==> config.mk <==
export PLATFORM = sky130hd
export DESIGN_NAME = orc_dist
export DESIGN_NICKNAME = d
export VERILOG_FILES = /design/src/rtl/orc_pkg.sv /design/src/rtl/orc_dist.sv
export SDC_FILE = /design/constraint.sdc
export NUM_CORES = 2
export LEC_CHECK = 0
export BUFFER_PORTS_ARGS = -buffer_cell sky130_fd_sc_hd__buf_2
export CORE_ASPECT_RATIO = 2
export CORE_MARGIN = 2
export CORE_UTILIZATION = 35
export CTS_BUF_LIST = sky130_fd_sc_hd__clkbuf_4
export CTS_CLUSTER_SIZE = 14
export DETAILED_ROUTE_END_ITERATION = 10
export PLACE_DENSITY = 0.5
export SLEW_MARGIN = 40
export SYNTH_ARGS = -nofsm -noshare
export SYNTH_HDL_FRONTEND = slang
export SYNTH_SLANG_ARGS = --single-unit
export TNS_END_PERCENT = 50
==> constraint.sdc <==
create_clock -name i_clk -period 8 [get_ports i_clk]
set_input_delay 1.6 -clock i_clk [delete_from_list [all_inputs] [get_ports i_clk]]
set_output_delay 1.6 -clock i_clk [all_outputs]
set_load 0.01 [all_outputs]
==> src/rtl/orc_pkg.sv <==
// shared types, constants and helpers for the obstacle radius classifier
`timescale 1ns / 1ps
package orc_pkg;

    localparam int TABLE_DEPTH = 4096;
    localparam int GRID_DIM    = 1024;
    localparam int ADDR_W      = $clog2(TABLE_DEPTH);
    localparam int CNT_W       = 13;
    localparam int COORD_W     = 20;
    localparam int ENTRY_W     = 2 * COORD_W;
    localparam int DIFF_W      = COORD_W + 1;
    localparam int SQ_W        = 2 * COORD_W + 1;
    localparam int D2_W        = SQ_W + 1;
    localparam int R2_W        = 32;
    localparam int PROD_W      = 20;
    localparam int SUM_W       = 22;
    localparam int CFG_IDX_W   = 3;
    localparam int CFG_DATA_W  = 20;

    localparam logic [CFG_IDX_W-1:0] CFG_CELL_SIZE = 3'd0;
    localparam logic [CFG_IDX_W-1:0] CFG_ORIGIN_X  = 3'd1;
    localparam logic [CFG_IDX_W-1:0] CFG_ORIGIN_Y  = 3'd2;
    localparam logic [CFG_IDX_W-1:0] CFG_OCC_LEVEL = 3'd3;
    localparam logic [CFG_IDX_W-1:0] CFG_RADIUS    = 3'd4;

    localparam logic [1:0] REQ_CLEAR = 2'd0;
    localparam logic [1:0] REQ_CELL  = 2'd1;
    localparam logic [1:0] REQ_POINT = 2'd2;

    localparam logic [1:0] KIND_ACK  = 2'd0;
    localparam logic [1:0] KIND_NEAR = 2'd1;
    localparam logic [1:0] KIND_NEW  = 2'd2;

    localparam logic signed [SUM_W-1:0] CLAMP_HI = 22'sd524287;
    localparam logic signed [SUM_W-1:0] CLAMP_LO = -22'sd524288;

    typedef struct packed {
        logic [1:0]                req_type;
        logic [9:0]                cell_col;
        logic [9:0]                cell_row;
        logic signed [7:0]         cell_value;
        logic signed [COORD_W-1:0] point_x_mm;
        logic signed [COORD_W-1:0] point_y_mm;
    } t_req;

    typedef struct packed {
        logic [1:0]       result_kind;
        logic [CNT_W-1:0] table_count;
        logic             overflow;
    } t_res;

    typedef struct packed {
        logic busy;
        logic hit;
    } t_dist_st;

    function automatic logic signed [COORD_W-1:0] clamp_coord(input logic signed [SUM_W-1:0] v);
        logic signed [COORD_W-1:0] r;
        if (v > CLAMP_HI) begin
            r = CLAMP_HI[COORD_W-1:0];
        end else if (v < CLAMP_LO) begin
            r = CLAMP_LO[COORD_W-1:0];
        end else begin
            r = v[COORD_W-1:0];
        end
        return r;
    endfunction

endpackage

==> src/rtl/orc_dist.sv <==
// pipelined squared distance and radius compare, one table entry per cycle
`timescale 1ns / 1ps
module orc_dist (
    input  logic                             i_clk,
    input  logic                             i_rst_n,
    input  logic                             i_valid,
    input  logic                             i_flush,
    input  logic signed [orc_pkg::COORD_W-1:0] i_px,
    input  logic signed [orc_pkg::COORD_W-1:0] i_py,
    input  logic [orc_pkg::ENTRY_W-1:0]      i_entry,
    input  logic [orc_pkg::R2_W-1:0]         i_r2,
    output orc_pkg::t_dist_st                o_st
);
    import orc_pkg::*;

    logic signed [COORD_W-1:0] tx;
    logic signed [COORD_W-1:0] ty;
    logic signed [DIFF_W-1:0]  dx;
    logic signed [DIFF_W-1:0]  dy;
    logic [DIFF_W-1:0]         adx;
    logic [DIFF_W-1:0]         ady;
    logic [2*DIFF_W-1:0]       prod_x;
    logic [2*DIFF_W-1:0]       prod_y;
    logic [D2_W-1:0]           d2;

    logic                      r_va;
    logic                      r_vb;
    logic [DIFF_W-1:0]         r_adx;
    logic [DIFF_W-1:0]         r_ady;
    logic [SQ_W-1:0]           r_sqx;
    logic [SQ_W-1:0]           r_sqy;

    assign tx  = i_entry[ENTRY_W-1:COORD_W];
    assign ty  = i_entry[COORD_W-1:0];
    assign dx  = $signed({i_px[COORD_W-1], i_px}) - $signed({tx[COORD_W-1], tx});
    assign dy  = $signed({i_py[COORD_W-1], i_py}) - $signed({ty[COORD_W-1], ty});
    assign adx = dx[DIFF_W-1] ? DIFF_W'(-dx) : DIFF_W'(dx);
    assign ady = dy[DIFF_W-1] ? DIFF_W'(-dy) : DIFF_W'(dy);

    assign prod_x = (2*DIFF_W)'(r_adx) * (2*DIFF_W)'(r_adx);
    assign prod_y = (2*DIFF_W)'(r_ady) * (2*DIFF_W)'(r_ady);
    assign d2     = {1'b0, r_sqx} + {1'b0, r_sqy};

    always_ff @(posedge i_clk) begin
        if (!i_rst_n) begin
            r_va <= 1'b0;
            r_vb <= 1'b0;
        end else if (i_flush) begin
            r_va <= 1'b0;
            r_vb <= 1'b0;
        end else begin
            r_va <= i_valid;
            r_vb <= r_va;
        end
    end

    always_ff @(posedge i_clk) begin
        r_adx <= adx;
        r_ady <= ady;
        r_sqx <= prod_x[SQ_W-1:0];
        r_sqy <= prod_y[SQ_W-1:0];
    end

    assign o_st.busy = r_va | r_vb;
    assign o_st.hit  = r_vb && (d2 < {{(D2_W-R2_W){1'b0}}, i_r2});

endmodule

# ---- Word-level counts from Yosys, hierarchy flattened
# Cells that the tools add are included.
dict set report classes {
  add_sub_neg 5
  multipliers 2
  order_cmp 1
  muxes 2
  bitwise_logic 2
  reduce_logical 2
}
# cell n
set ops {}
lappend ops {{21-bit by 21-bit multiplier with 41-bit output} 2}
lappend ops {{41-bit by 41-bit adder with 42-bit output} 1}
lappend ops {{42-bit by 32-bit less-than comparator with 1-bit output} 1}
lappend ops {{21-bit negator} 2}
lappend ops {{20-bit by 20-bit subtractor with 21-bit output} 2}
lappend ops {{20-bit two-way mux} 2}
lappend ops {{2-bit OR reduction} 1}
lappend ops {{1-bit logical AND} 1}
lappend ops {{1-bit NOT} 1}
lappend ops {{1-bit bitwise OR} 1}
dict set report word_totals {
  register_bits 126
  in_bits 116
  output_inout_bits 2
  wordCells 22
}

# ---- Depth between registers and ports, before layout
dict set report logic_depth {
  word_depth 3
  mapped_depth 29
  ltp_nobuf 28
}

# ---- Least setup slack after synthesis
# Ideal clock, no wire load.
dict set report synth_timing {
  path_kind {register -> register}
  startpoint {register r_ady[8]}
  endpoint {register r_sqy[40]}
  setup_time_ns 0.123
  arrival_ns 6.999
  path_slack_ns 0.878
  stages_incl_launch_ff 29
  path_buffers 2
  period_less_slack_ns 7.122
  cell_sequence {dfxtp_1 > clkbuf_1 > clkbuf_1 > nand2_1 > fa_1 > inv_1 > fa_1 > inv_1 > fa_1 > inv_1 > fa_1 > inv_1 > fa_1 > inv_1 > fa_1 > inv_1 > fa_1 > inv_1 > ha_1 > a21o_1 > a21o_1 > a2111oi_0 > and3_1 > nor3_1 > a211oi_1 > o21ai_0 > a2111oi_0 > nor3_1 > xnor2_1}
}
dict set report synth_between {
  elab_chain_len 1
}
# item line
set synth_rtl {}
lappend synth_rtl {{start: declaration} orc_dist.sv:29} ;# logic [DIFF_W-1:0] r_ady;
lappend synth_rtl {{start signal: assignment} orc_dist.sv:59} ;# r_ady <= ady;
lappend synth_rtl {{21-bit by 21-bit multiplier with 41-bit output} orc_dist.sv:41} ;# assign prod_y = (2*DIFF_W)'(r_ady) * (2*DIFF_W)'(r_ady);
lappend synth_rtl {{net prod_y[40]} orc_dist.sv:23} ;# logic [2*DIFF_W-1:0] prod_y;
lappend synth_rtl {{end signal: assignment} orc_dist.sv:61} ;# r_sqy <= prod_y[SQ_W-1:0];
lappend synth_rtl {{end: declaration} orc_dist.sv:31} ;# logic [SQ_W-1:0] r_sqy;
# The timed path passes the listed nets, and every way through them passes these cells.
# A chain may end at the register's enable or synchronous reset.

==> qor.yml <==
outcome:
  status: "finished clean"
logic_synthesis:
  synth.distinct_cells: 79
  synth_area_leader_cell: "fa_1"
  yosysWarnings: 0
  ys.flop_type: "dfxtp_1"
  yosys-top-cells-area: "fa_1 (38%), ha_1 (16%), inv_1 (11%), dfxtp_1 (7.6%), nand2_1 (3.7%)"
  syn_area_mm2: 0.03251
  syn_area_per_cell_um2: 8.986
  synth_seq_cells: 124
  synth_edf_count: 0
  ys_seq_area_share_pct: 7.636
  synthCells: 3618
  postSynth.asyncResetShare_pct: 0
  yosysTopAreaCellShare_pct: 38.30
  syn_nets: 4771
global_routing:
  grt_pass1_vias: 25520
  antenna_found_initial: 3
  overflow: 0
  grt_max_degree: 23
  grt_pass1_wl_um: 128000
  grtUsageTotal_pct: 16.87
critical_path:
  cp.required_ns: 6.40
  cpMaxStageDelayCell: "a2111oi_1"
  cp_max_fo: 4
  startpoint_type: "flip-flop"
  r2r-end: "r_sqx[37]"
  cp.arrival_ns: 5.89
  rrSetupSlack_ns: 0.54
  crit_type: "flip-flop to output pin"
  path_cells: "ha_1, a211oi_1, o21a_1, o21ai_1, a41oi_1, o21bai_1, nand2b_1, nand2_1, o22ai_1, o221ai_1, xnor2_1, ha_1, a21o_1, a21oi_1, nand2_1, nand3_1, o21bai_1, a31oi_1, o211a_1, o21a_1, nand4b_1, a2111oi_1, buf_2"
  max_stage_delay_ns: 0.41
  endpoint_kind: "output pin"
  r2r_start: "r_adx[5]"
  worstRegToRegCells: 27
floorplan:
  dieWidth_um: 219.5
  core_area_mm2: 0.09232
  fp.dieArea_mm2: 0.09549
  rows: 158
  start_util_pct: 35.21
  die_y_um: 435.0
  ios: 118
cts:
  clockBufferDepth: 2
  cts_inserted_buffers: 17
  clock-root-buffer: "clkbuf_4"
  clk_pin_slew_ns: 0.12
  post_cts_buffers: 0
  cts_num_sinks: 124
  cts_tree: "done"
  htreeDepth: 4
  clock_latency_ns: 0.71
timing:
  rsz0062_at_grt: "no"
  final_hold_viol_count: 0
  finalSetupTns_ns: 0
  setup_slack_ns: 0.5142
  tightestPinTransition_ns: 0.8099
  period_minus_slack_ns: 7.486
  timing.fmax_ghz: 0.1336
  maxSlewHeadroom_pct: 45.93
  setup_viol: 0
  period_share_pct: 93.57
  slew_violations: 0
  fin_worst_skew_ns: 0.04912
placed_design:
  port_buffers: 117
  dp_hpwl_um: 67110
  preCtsSetupSlack_ns: 0.6264
  dp.cells: 4883
  routabilityCongestion: 0.8395
finish:
  layout_commonest_cell: "inv_1"
  fin_util_pct: 37.80
  drive_above_1_share_pct: 6.514
  syn2layout_area_growth_pct: 7.343
  instances_no_fill: 4919
  final_cell_mix: "inv_1 (910), fa_1 (622), ha_1 (415)"
  fin_nets: 4855
drt:
  first_pass_iters: 5
  drt-wirelength-per-cell_um: 15.40
  drcViolationCount: 0
  vias_per_cell: 4.724
  ant_nets: 0
  wirelength_um: 75730
  num_vias: 23240
  drt_iter0_markers: 890
hold_path:
  hold_depth: 1
  min-delay-start: "r_va"
  hold_end: "r_vb"
  hold_path.class: "flip-flop to flip-flop"
job:
  maxCapViolations: 0
[critical path, delay by kind of cell, from the launching register on]
family / cells / cell delay [ns]
AND/OR/NAND/NOR: 5 / 0.66
adder cells (fa/ha/maj): 2 / 0.51
flip-flops: 1 / 0.34
buffers and inverters: 1 / 0.21
AO/OA/AOI/OAI: 14 / 3.30
XOR/XNOR: 1 / 0.17
[sequential cells by signal, indices dropped and copies added, names as in the netlist]
name,flops
r_sqx,40
r_sqy,40
r_adx,21
r_ady,21
r_va,1
r_vb,1
[kinds of logic after synthesis]
kind of cell	synth area share, %
compound gates	9.102
xor+xnor	5.065
fa+ha+maj	54.27
buf+inv	11.72
flops	7.636
mux	0.3656
simple gates	11.83
[metal layers]
layer,vias to the layer above,share of wire [%],GRT usage [%]
met5,-,0,0
met4,0,1.6,3.880
li1,11310,-,-
met3,67,2.5,1.627
met1,11590,43,21.30
met2,269,53,30.65
[synth_stat cells, drive strengths merged, types with 23 or more instances]
library cell / instances
nor2: 118
nor3: 28
ha: 415
a21oi: 145
nor2b: 30
dfxtp: 124
nand3: 30
a21o: 73
and2: 158
a31oi: 23
xor2: 72
fa: 622
o21a: 26
nand2: 319
o21ai: 73
xnor2: 116
inv: 910
clkbuf: 100
[worst max path at each step]
stage | startpoint | endpoint | slack [ns]
global placement | r_adx[5] | r_sqx[37] | 0.64
finish | r_sqx[3] | o_st[0] | 0.51
floorplan | r_ady[8] | r_sqy[40] | 0.88
detailed placement | r_adx[5] | r_sqx[37] | 0.63
CTS | r_sqx[3] | o_st[0] | 0.28
global route | r_sqx[3] | o_st[0] | 0.01
[cell type report]
cell class | count | area [um^2]
inverter | 910 | 3416
clock inverter | 13 | 120.1
timing repair buffer | 169 | 975.9
antenna | 4 | 10.01
tap | 1200 | 1501
sequential | 124 | 2486
fill | 9476 | 57420
clock buffer | 19 | 142.6
multi-input combinational | 2480 | 26250
[stage by stage]
stage	hold slack (ns)	area [um^2]
2_1_floorplan	0.3569	32510
3_3_place_gp	0.4746	34600
3_5_place_dp	0.4854	34620
4_1_cts	0.5122	34880
5_1_grt	0.5323	34890
6_report	0.5042	34900
[repair_timing]
action / CTS / global route
hold buffers: 0 / 0
endpoints found under the hold margin: 0 / 0
resized for setup: 0 / 1
endpoints found under the setup margin: 0 / 1
Power is not shown: default switching activity piles up to over one toggle a cycle in this logic, so the estimate is an artifact.
